===== src/sv/icba_pkg.sv =====
// Package for integer_to_base_ascii: character constants, radix limits,
// microcode word layout, step addresses and the digit-to-ASCII function.
// No dependencies.
package icba_pkg;

	// ASCII codes and digit constants
	localparam logic [7:0] CHAR_ZERO      = 8'h30;
	localparam logic [7:0] CHAR_A         = 8'h41;
	localparam logic [7:0] CHAR_MINUS     = 8'h2D;
	localparam logic [5:0] DECIMAL_DIGITS = 6'd10;

	// Radix register limits and reset value
	localparam logic [5:0] RADIX_MIN   = 6'd2;
	localparam logic [5:0] RADIX_MAX   = 6'd36;
	localparam logic [5:0] RADIX_RESET = 6'd10;

	// Microcode step addresses
	typedef logic [2:0] upc_t;
	localparam upc_t STEP_IDLE     = 3'd0;
	localparam upc_t STEP_DIV_INIT = 3'd1;
	localparam upc_t STEP_DIV      = 3'd2;
	localparam upc_t STEP_STORE    = 3'd3;
	localparam upc_t STEP_SIGN     = 3'd4;
	localparam upc_t STEP_EMIT     = 3'd5;

	// Branch conditions
	typedef enum logic [2:0] {
		COND_NEVER,
		COND_START,
		COND_BITS_LEFT,
		COND_MORE_DIGITS,
		COND_CHARS_LEFT
	} cond_t;

	// Datapath actions of one control word
	typedef struct packed {
		logic load;
		logic div_init;
		logic div_step;
		logic store;
		logic emit_sign;
		logic emit_digit;
		logic rd_issue;
	} icba_ctrl_t;

	// Full microcode word: actions plus two-way branch
	typedef struct packed {
		icba_ctrl_t ctrl;
		cond_t      cond;
		upc_t       addr_true;
		upc_t       addr_false;
	} icba_uword_t;

	// Datapath status fed back to the sequencer
	typedef struct packed {
		logic bits_left;
		logic more_digits;
		logic chars_left;
	} icba_status_t;

	// Digit value 0..35 to ASCII '0'..'9', 'A'..'Z'
	function automatic logic [7:0] digit_char(input logic [5:0] d);
		logic [7:0] d8;
		d8 = {2'b00, d};
		if (d < DECIMAL_DIGITS) begin
			return CHAR_ZERO + d8;
		end
		return CHAR_A + d8 - {2'b00, DECIMAL_DIGITS};
	endfunction

endpackage


===== src/sv/integer_to_base_ascii.sv =====
// Top level of integer_to_base_ascii: signed integer to ASCII text in a
// configurable radix. Depends on icba_pkg, icba_sequencer, icba_datapath.
//
// Usage:
//   Pulse start with value while busy is low; the transaction is taken at
//   that edge and busy rises. The text comes out one character per cycle
//   on char_code, marked by valid: an optional '-' and then the digits,
//   most significant first; last marks the final character.
//   radix is written through radix_we/radix_wdata while the block is idle;
//   values outside 2..36 are clamped. Reset sets the radix to ten.
// Sequence (D = number of digits, W = VALUE_WIDTH):
//   Each digit takes a pass of the shared bit-serial divider (clear,
//   W shift/subtract steps, store); the digits are produced one by one.
//   Then one sign step and D emit steps follow; a leading '-' is on char_code
//   first, after the sign step, and the digits follow in back-to-back cycles.
//   A new value is accepted only once the sequencer is back in idle.
//   The receiver cannot stall: each character is shown for one cycle only.
//   Reset aborts any conversion and returns the sequencer to idle.
module integer_to_base_ascii import icba_pkg::*; #(
	parameter int VALUE_WIDTH = 32,
	parameter int MAX_DIGITS  = 32
) (
	input  logic                          clk,
	input  logic                          arst_n,
	input  logic                          radix_we,
	input  logic [5:0]                    radix_wdata,
	input  logic                          start,
	input  logic signed [VALUE_WIDTH-1:0] value,
	output logic                          busy,
	output logic                          valid,
	output logic [7:0]                    char_code,
	output logic                          last
);

	icba_ctrl_t   ctrl;
	icba_status_t status;

	// Microcode sequencer
	icba_sequencer u_seq (
		.clk    (clk),
		.arst_n (arst_n),
		.start  (start),
		.status (status),
		.ctrl   (ctrl),
		.busy   (busy)
	);

	// Divider, digit store and output registers
	icba_datapath #(
		.VALUE_WIDTH (VALUE_WIDTH),
		.MAX_DIGITS  (MAX_DIGITS)
	) u_dp (
		.clk         (clk),
		.arst_n      (arst_n),
		.radix_we    (radix_we),
		.radix_wdata (radix_wdata),
		.value       (value),
		.ctrl        (ctrl),
		.status      (status),
		.valid       (valid),
		.char_code   (char_code),
		.last        (last)
	);

	// An accepted transaction makes the block busy
	a_accept_busy: assert property (@(posedge clk) disable iff (!arst_n)
		start && !busy |=> busy)
		else $error("accepted transaction did not raise busy");

	// Characters of one value leave in consecutive cycles
	a_chars_contiguous: assert property (@(posedge clk) disable iff (!arst_n)
		valid && !last |=> valid)
		else $error("gap inside a character run");

	// The final character ends the run
	a_last_ends: assert property (@(posedge clk) disable iff (!arst_n)
		valid && last |=> !valid)
		else $error("character after last");

	// No character while idle and no run has just ended
	a_valid_busy: assert property (@(posedge clk) disable iff (!arst_n)
		valid && !last |-> busy)
		else $error("character outside a conversion");

endmodule


===== src/sv/icba_sequencer.sv =====
// Microcode sequencer for integer_to_base_ascii: step counter, control ROM
// and branch logic. Depends on icba_pkg.
module icba_sequencer import icba_pkg::*; (
	input  logic         clk,
	input  logic         arst_n,
	input  logic         start,
	input  icba_status_t status,
	output icba_ctrl_t   ctrl,
	output logic         busy
);

	upc_t        upc_q;
	upc_t        upc_next;
	icba_uword_t word;
	logic        take;

	// Control ROM
	function automatic icba_uword_t rom(input upc_t a);
		icba_uword_t w;
		w = '0;
		unique case (a)
			STEP_IDLE: begin
				w.ctrl.load = 1'b1;
				w.cond = COND_START;
				w.addr_true = STEP_DIV_INIT;
				w.addr_false = STEP_IDLE;
			end
			STEP_DIV_INIT: begin
				w.ctrl.div_init = 1'b1;
				w.cond = COND_NEVER;
				w.addr_true = STEP_DIV;
				w.addr_false = STEP_DIV;
			end
			STEP_DIV: begin
				w.ctrl.div_step = 1'b1;
				w.cond = COND_BITS_LEFT;
				w.addr_true = STEP_DIV;
				w.addr_false = STEP_STORE;
			end
			STEP_STORE: begin
				w.ctrl.store = 1'b1;
				w.cond = COND_MORE_DIGITS;
				w.addr_true = STEP_DIV_INIT;
				w.addr_false = STEP_SIGN;
			end
			STEP_SIGN: begin
				w.ctrl.emit_sign = 1'b1;
				w.ctrl.rd_issue = 1'b1;
				w.cond = COND_NEVER;
				w.addr_true = STEP_EMIT;
				w.addr_false = STEP_EMIT;
			end
			STEP_EMIT: begin
				w.ctrl.emit_digit = 1'b1;
				w.ctrl.rd_issue = 1'b1;
				w.cond = COND_CHARS_LEFT;
				w.addr_true = STEP_EMIT;
				w.addr_false = STEP_IDLE;
			end
			default: begin
				w.cond = COND_NEVER;
				w.addr_true = STEP_IDLE;
				w.addr_false = STEP_IDLE;
			end
		endcase
		return w;
	endfunction

	assign word = rom(upc_q);
	assign busy = (upc_q != STEP_IDLE);

	// Branch condition select
	always_comb begin
		unique case (word.cond)
			COND_NEVER:       take = 1'b0;
			COND_START:       take = start;
			COND_BITS_LEFT:   take = status.bits_left;
			COND_MORE_DIGITS: take = status.more_digits;
			COND_CHARS_LEFT:  take = status.chars_left;
			default:          take = 1'b0;
		endcase
		upc_next = take ? word.addr_true : word.addr_false;
	end

	// Load only fires on an accepted transaction
	always_comb begin
		ctrl = word.ctrl;
		ctrl.load = word.ctrl.load & start;
	end

	// Step counter
	always_ff @(posedge clk or negedge arst_n) begin
		if (!arst_n) begin
			upc_q <= STEP_IDLE;
		end else begin
			upc_q <= upc_next;
		end
	end

endmodule


===== src/sv/icba_datapath.sv =====
// Datapath for integer_to_base_ascii: radix register, bit-serial divider,
// digit buffer memory and output registers. Depends on icba_pkg.
module icba_datapath import icba_pkg::*; #(
	parameter int VALUE_WIDTH = 32,
	parameter int MAX_DIGITS  = 32
) (
	input  logic                          clk,
	input  logic                          arst_n,
	input  logic                          radix_we,
	input  logic [5:0]                    radix_wdata,
	input  logic signed [VALUE_WIDTH-1:0] value,
	input  icba_ctrl_t                    ctrl,
	output icba_status_t                  status,
	output logic                          valid,
	output logic [7:0]                    char_code,
	output logic                          last
);

	localparam int IDXW = $clog2(MAX_DIGITS);
	localparam int CNTW = $clog2(MAX_DIGITS + 1);
	localparam int BITW = $clog2(VALUE_WIDTH);
	localparam logic [CNTW-1:0] CNT_LAST = CNTW'(MAX_DIGITS - 1);
	localparam logic [BITW-1:0] BIT_TOP  = BITW'(VALUE_WIDTH - 1);

	logic [5:0]             radix_q;
	logic [5:0]             base;
	logic [VALUE_WIDTH-1:0] v_u;
	logic [VALUE_WIDTH-1:0] mag;
	logic [VALUE_WIDTH-1:0] quot_q;
	logic [5:0]             rem_q;
	logic [BITW-1:0]        bit_q;
	logic [CNTW-1:0]        cnt_q;
	logic [CNTW-1:0]        cnt_dec;
	logic                   neg_q;
	logic [6:0]             trial;
	logic [6:0]             diff;
	logic                   ge;
	logic [5:0]             digit_mem [MAX_DIGITS];
	logic [5:0]             rd_data_q;
	logic                   valid_q;
	logic [7:0]             char_q;
	logic                   last_q;

	// Radix register
	always_ff @(posedge clk or negedge arst_n) begin
		if (!arst_n) begin
			radix_q <= RADIX_RESET;
		end else if (radix_we) begin
			radix_q <= radix_wdata;
		end
	end

	// Saturate radix into 2..36
	always_comb begin
		if (radix_q < RADIX_MIN) begin
			base = RADIX_MIN;
		end else if (radix_q > RADIX_MAX) begin
			base = RADIX_MAX;
		end else begin
			base = radix_q;
		end
	end

	// Magnitude of the incoming value, unsigned so the most negative works
	assign v_u = value;
	assign mag = v_u[VALUE_WIDTH-1] ? (~v_u + {{(VALUE_WIDTH-1){1'b0}}, 1'b1}) : v_u;

	// One restoring division step
	assign trial = {rem_q, quot_q[VALUE_WIDTH-1]};
	assign ge    = (trial >= {1'b0, base});
	assign diff  = trial - {1'b0, base};

	assign cnt_dec = cnt_q - {{(CNTW-1){1'b0}}, 1'b1};

	// Divider, digit count and sign
	always_ff @(posedge clk or negedge arst_n) begin
		if (!arst_n) begin
			quot_q <= '0;
			rem_q  <= '0;
			bit_q  <= '0;
			cnt_q  <= '0;
			neg_q  <= 1'b0;
		end else begin
			if (ctrl.load) begin
				quot_q <= mag;
				neg_q  <= v_u[VALUE_WIDTH-1];
				cnt_q  <= '0;
			end
			if (ctrl.div_init) begin
				rem_q <= '0;
				bit_q <= BIT_TOP;
			end
			if (ctrl.div_step) begin
				rem_q  <= ge ? diff[5:0] : trial[5:0];
				quot_q <= {quot_q[VALUE_WIDTH-2:0], ge};
				bit_q  <= bit_q - {{(BITW-1){1'b0}}, 1'b1};
			end
			if (ctrl.store) begin
				cnt_q <= cnt_q + {{(CNTW-1){1'b0}}, 1'b1};
			end
			if (ctrl.rd_issue) begin
				cnt_q <= cnt_dec;
			end
		end
	end

	// Digit buffer: one write port, one registered read port
	always_ff @(posedge clk) begin
		if (ctrl.store) begin
			digit_mem[cnt_q[IDXW-1:0]] <= rem_q;
		end
		if (ctrl.rd_issue) begin
			rd_data_q <= digit_mem[cnt_dec[IDXW-1:0]];
		end
	end

	// Status back to the sequencer
	assign status.bits_left   = (bit_q != '0);
	assign status.more_digits = (quot_q != '0) && (cnt_q != CNT_LAST);
	assign status.chars_left  = (cnt_q != '0);

	// Output registers
	always_ff @(posedge clk or negedge arst_n) begin
		if (!arst_n) begin
			valid_q <= 1'b0;
		end else begin
			valid_q <= (ctrl.emit_sign & neg_q) | ctrl.emit_digit;
		end
	end

	always_ff @(posedge clk) begin
		if (ctrl.emit_sign) begin
			char_q <= CHAR_MINUS;
			last_q <= 1'b0;
		end else if (ctrl.emit_digit) begin
			char_q <= digit_char(rd_data_q);
			last_q <= (cnt_q == '0);
		end
	end

	assign valid     = valid_q;
	assign char_code = char_q;
	assign last      = last_q;

endmodule


===== config.mk =====
export PLATFORM = sky130hd
export DESIGN_NAME = integer_to_base_ascii
export DESIGN_NICKNAME = d
export VERILOG_FILES = /design/src/sv/icba_pkg.sv /design/src/sv/integer_to_base_ascii.sv /design/src/sv/icba_sequencer.sv /design/src/sv/icba_datapath.sv
export SDC_FILE = /design/constraint.sdc
export NUM_CORES = 1
export LEC_CHECK = 0
export ABC_AREA = 1
export BUFFER_PORTS_ARGS = -buffer_cell sky130_fd_sc_hd__buf_2
export CORE_MARGIN = 1
export CORE_UTILIZATION = 30
export CTS_CLUSTER_DIAMETER = 40
export CTS_CLUSTER_SIZE = 28
export DETAILED_ROUTE_END_ITERATION = 16
export GPL_ROUTABILITY_DRIVEN = 0
export PLACE_DENSITY = 0.56
export SLEW_MARGIN = 20
export SYNTH_ARGS = -nofsm -noshare
export SYNTH_HDL_FRONTEND = slang
export SYNTH_SLANG_ARGS = --single-unit

===== constraint.sdc =====
create_clock -name clk -period 5.4 [get_ports clk]
set_input_delay 0.81 -clock clk [delete_from_list [all_inputs] [get_ports clk]]
set_output_delay 0.81 -clock clk [all_outputs]
set_load 0.03 [all_outputs]

== Word level (Yosys, flattened, before mapping) ==
Memories as Yosys holds them, arrays and structs flattened. A register that Yosys moved wholly into a read port is not among the register bits.
Index checks and enable logic that the tools add are counted.
W data, S select, Z words.

* Output and inout port bits: 11
* Bits in writable memories: 192
* Bits of input ports: 42
* Word-level logic and storage cells: 78
* Register bits after elaboration: 69
* Memories: 1

{| class="wikitable"
|+ Memory list
! memory !! words !! width !! rd ports !! clocked after Yosys merged registers in !! wr ports !! RTL line !! RTL
|-
| u_dp.digit_mem || 32 || 6 || 1 || 1 || 1 || icba_datapath.sv:38 || <nowiki>logic [5:0] digit_mem [MAX_DIGITS];</nowiki>
|}

* Order comparisons: 4
* Bitwise logic cells: 4
* Equal/unequal tests: 10
* $add $sub $neg: 8
* Multiplexer cells: 30
* Reductions and logical operators: 11

{| class="wikitable"
|+ Operator list
! cell !! number
|-
| $mux W32 || 3
|-
| $pmux W9 S6 || 1
|-
| $mux W6 || 8
|-
| $add A32 B1 Y32 const B || 1
|-
| $not A32 Y32 || 1
|-
| $reduce_bool A32 Y1 || 1
|-
| $mux W8 || 2
|-
| $eq A3 B2 Y1 const B || 4
|-
| $mux W1 || 12
|-
| $mux W5 || 2
|-
| $eq A3 B3 Y1 const B || 3
|-
| $add A7 B6 Y8 const A || 1
|-
| $sub A8 B4 Y8 const B || 1
|-
| $add A6 B6 Y7 const A || 1
|-
| $ge A7 B6 Y1 || 1
|-
| $add A6 B1 Y6 const B || 1
|-
| $eq A3 B1 Y1 const B || 2
|-
| $gt A6 B6 Y1 const B || 1
|-
| $logic_not A6 Y1 || 1
|-
| $lt A6 B2 Y1 const B || 1
|-
| $lt A6 B4 Y1 const B || 1
|-
| $ne A6 B5 Y1 const B || 1
|-
| $reduce_bool A3 Y1 || 2
|-
| $reduce_bool A6 Y1 || 1
|-
| 12 further kinds || 14
|}

== Longest topological paths before layout ==
* Depth after elaboration: 6
* Depth in mapped cells: 15
* Depth with buffers taken out: 15

== Modules after synthesis ==
Synthesis repeated with hierarchy kept, for this count alone.

* Cell total of the unflattened synthesis: 1279
* Area, all modules: 12692.2 um^2

{| class="wikitable"
|+ Modules (own cells, without submodules)
! module !! area an instance (um^2) !! cells each !! sequential area each (um^2) !! instances
|-
| icba_datapath || 12433.2 || 1240 || 7534.7 || 1
|-
| icba_sequencer || 259.0 || 39 || 75.1 || 1
|}

== Worst setup path before layout ==
No wires, ideal clock.

* Path kind: reg-to-reg
* Start point: register u_dp.cnt_q[0]
* End point: register u_dp.rd_data_q[1], read port of u_dp.digit_mem (data pin)
* Path buffers: 5
* Period minus slack after synthesis: 2.422 ns
* Setup time: 0.254 ns
* Required time: 5.146 ns
* Slack: 2.978 ns
* Stages on the path, launching flop included: 15
* Data arrival time: 2.168 ns
* Path through: dfrtp_1 > buf_4 > inv_4 > buf_4 > buf_4 > ha_1 > clkbuf_1 > inv_1 > clkbuf_1 > nor2_1 > o21ai_0 > nand3_1 > nand3_1 > nand2_1 > o21a_1

* Longest elaborated chain between the ends: 1

{| class="wikitable"
|+ RTL lines
! item !! RTL line !! RTL
|-
| from (decl) || icba_datapath.sv:32 || <nowiki>logic [CNTW-1:0] cnt_q;</nowiki>
|-
| from (signal assigned) || icba_datapath.sv:99 || <nowiki>cnt_q <= cnt_q + {{(CNTW-1){1'b0}}, 1'b1};</nowiki>
|-
| from (signal assigned) || icba_datapath.sv:102 || <nowiki>cnt_q <= cnt_dec;</nowiki>
|-
| $sub A6 B1 Y6 || icba_datapath.sv:73 || <nowiki>assign cnt_dec = cnt_q - {{(CNTW-1){1'b0}}, 1'b1};</nowiki>
|-
| to (decl) || icba_datapath.sv:39 || <nowiki>logic [5:0] rd_data_q;</nowiki>
|}

Every way passes these cells.
A chain may end at the register's enable or synchronous reset.

== Worst setup path after layout ==
* Start point: register u_dp.cnt_q[0]
* End point: register u_dp.rd_data_q[4], read port of u_dp.digit_mem (data pin)

The elaborated chain is that of the path after synthesis.

==> metrics.md <==
| Metric | Value |
|---|---|
| Status | finished clean |
| Fin nets | approximately 1.4k |
| Sequential cell area fraction in the yosys report | 59.8% |
| Final setup violation count | 0 |
| Critical path peak fanout | 57 |
| Clock latency on the worst-skew pair | 0.52 ns |
| P per Cell Area | around 560 nW/um^2 |
| Initial detailed-routing violation count | 792 |
| Row count | 75 |
| Post-CTS setup buffers | 0 |
| Required @ worst endpoint | 5.67 ns |
| TritonCTS Buffers | 38 |
| LEAKAGE | 5.70 nW |
| Post-synth EDFFs | 198 |
| Non-Filler Instances | approximately 1.9k |
| Final Hold Fails | 0 |
| Max H-tree Level | 2 |
| Crit path capture type | flop |
| Initial antenna violation count | 0 |
| Total Wirelength | about 33000 microns |
| Syn_nets | ~1.4k |
| Vias in the first global route | 9388 |
| Hold buffers post-CTS | 0 |
| Part of the cycle the worst path needs | 54.7% |
| Peak VDD IR | 273 uV |
| Final Critical Period | 2.95 ns |
| Final WS setup | 2.45 ns |
| Via density | 4.97 |
| Chip width | 208 microns |
| Synth async-reset ratio | 22.6% |
| IO Port Bufs | 51 |
| Distinct cells, synth | 48 |
| CTS tree | yes |
| Core area | 41900 sq um |
| IO Count | 53 |
| Worst-path clk slew | 0.06 ns |
| Die Span Y | 208 microns |
| Final ANT Viol Nets | 0 |
| Final instance area | 14700 sq um |
| Area contributors post-synth | edfxtp_1 47%, dfrtp_1 11%, nor2_1 7.4% |
| Final Skew | 0.0254 ns |
| Dpl cells | 1863 |
| Routed vias | 9611 |
| Unrepaired setup endpoints after global routing | no |
| Mapped Cells | 1320 |
| Critical path class | reg -> reg |
| Clk root buf | clkbuf_16 |
| Largest net degree at the start of global routing | 100 |
| Routed wire per std cell | about 17 microns |
| Final Total Pwr | 8.25 mW |
| Startpoint types | flop |
| Hold WC Path Type | in -> async |
| Slew HR | 27.9% |
| Maximum clock rate | 339 MHz |
| Area growth from synthesis to layout | 15.9% |
| DP Area | 13500 sq um |
| Congestion Overflow GR | 0 |
| Synthesized flop and latch total | 266 |
| Initial Utilization | 30.4% |
| Util after Layout | 35.2% |
| Die area | 43200 sq um |
| Sink Count | 266 |
| Setup TNS | 0 ns |
| Area share of the largest cell type after synthesis | 46.7% |
| Layout cells sized above 1 | 11.4% |
| Main synth FF type | edfxtp_1 |
| Pins over their slew limit | 0 |
| First-pass DRT Iterations | 5 |
| Place WS | 2.42 ns |
| Most frequent cells in the layout | 252 x nor2_1, 198 x edfxtp_1, 192 x nand2_1, 125 x o21ai_0, 112 x nand3_1 |
| Max_cap viols | 0 |
| Clock buffer depth | 3 |
| Worst-margin pin slew | 1.08 ns |
| Final hold slack | 0.460 ns |
| # diodes | 0 |
| Synth warn | 0 |
| Most common cell after layout, fill and taps aside | nor2_1 |
| First-pass GRT wire length | between 50000 and 60000 microns |
| Syn avg cell area | 9.64 sq um |
| PostCTS Resize Cnt | 0 |
| Syn Std Cell Area | 12700 sq um |
| GRT Overall Usage | roughly 15% |
| Reg2reg setup slack | 2.45 ns |
| Detailed placement HPWL | 21500 microns |
| Critical path arrival | 3.23 ns |
| Cell taking the most area after synthesis | edfxtp_1 |
| Drt drc | 0 |
==> worst max-delay path: stages, from the launching register on <==
cell     delay [ns]
dfrtp_2        0.45
inv_4          0.34
buf_4          0.55
nand3_2        0.16
xor2_2         0.50
inv_2          0.25
nand3_1        0.17
nand3_1        0.08
and2_1         0.15
==> state kept, by name, indices dropped and copies added, names as in the netlist <==
name	flops
u_dp.digit_mem	192
u_dp.cnt_q	6
u_dp.valid	1
u_dp.radix_q	6
u_dp.char_code	7
u_dp.rem_q	6
u_seq.upc_q	3
u_dp.neg_q	1
u_dp.bit_q	5
u_dp.quot_q	32
u_dp.rd_data_q	6
u_dp.last	1
==> logic make-up (layout without fill, tap and decap cells) <==
logic type               after synthesis  count (layout)  share of synthesized area (%)
AND/OR/NAND/NOR                      610             610                           20.3
other                                  1               1                         0.0295
XOR/XNOR                              16              16                           1.31
flip-flops                           266             266                           59.8
multiplexers                           2               2                          0.177
buffers and inverters                168             241                           5.48
AO/OA/AOI/OAI                        239             239                           11.1
adder cells (fa/ha/maj)               18              18                           1.83
==> path summary, 6_finish.rpt <==
| check | startpoint | end | cells past startpoint |
|---|---|---|---|
| setup / recovery | u_dp.cnt_q[0]$_DFFE_PN0P_ | u_dp.rd_data_q[4]$_DFFE_PN_ | 8 |
| hold / removal | arst_n | u_seq.upc_q[2]$_DFF_PN0_ | 2 |
| setup reg to reg | u_dp.cnt_q[0]$_DFFE_PN0P_ | u_dp.rd_data_q[4]$_DFFE_PN_ | 8 |
| hold reg to reg | u_dp.last$_SDFFE_PP0P_ | u_dp.last$_SDFFE_PP0P_ | 2 |
| max in group asynchronous | arst_n | u_dp.rem_q[0]$_DFFE_PN0N_ | 2 |
| min in group clk | u_dp.last$_SDFFE_PP0P_ | u_dp.last$_SDFFE_PP0P_ | 2 |
==> per-layer routing <==
metal	track usage, %	wire (microns)	vias to the layer above
li1	-	-	4663
met3	2.20	1550	42
met1	21.0	14900	4667
met5	0	0	-
met2	25.6	16100	239
met4	4.16	548	0
==> Yosys cell counts (all sizes together), types with 3 or more instances <==
cell,n
a21oi,21
buf,34
clkbuf,22
dfrtp,58
dfxtp,8
edfxtp,198
ha,17
inv,110
nand2,195
nand3,116
nand4,25
nor2,256
nor3,10
o211ai,39
o21a,5
o21ai,134
o21bai,11
o221ai,9
o22ai,15
or2,5
xnor2,3
xor2,13
==> cell type report <==
| type | instances | area (sq um) |
|---|---|---|
| flip-flops and latches | 266 | 7610 |
| clock buffers | 44 | 1000 |
| inverters | 112 | 423 |
| clock inverters | 25 | 293 |
| fillers | 4226 | 27100 |
| multi-input cells | 886 | 4420 |
| repair buffers | 60 | 323 |
| well taps | 539 | 674 |
==> report_power, final <==
group,switching (mW),total (mW),internal (mW)
Clock,0.944,2.53,1.59
Combinational,2.00,2.92,0.914
Sequential,0.223,2.80,2.58
Total,3.17,8.25,5.08
No activity file was read; power rests on OpenSTA's default activity.
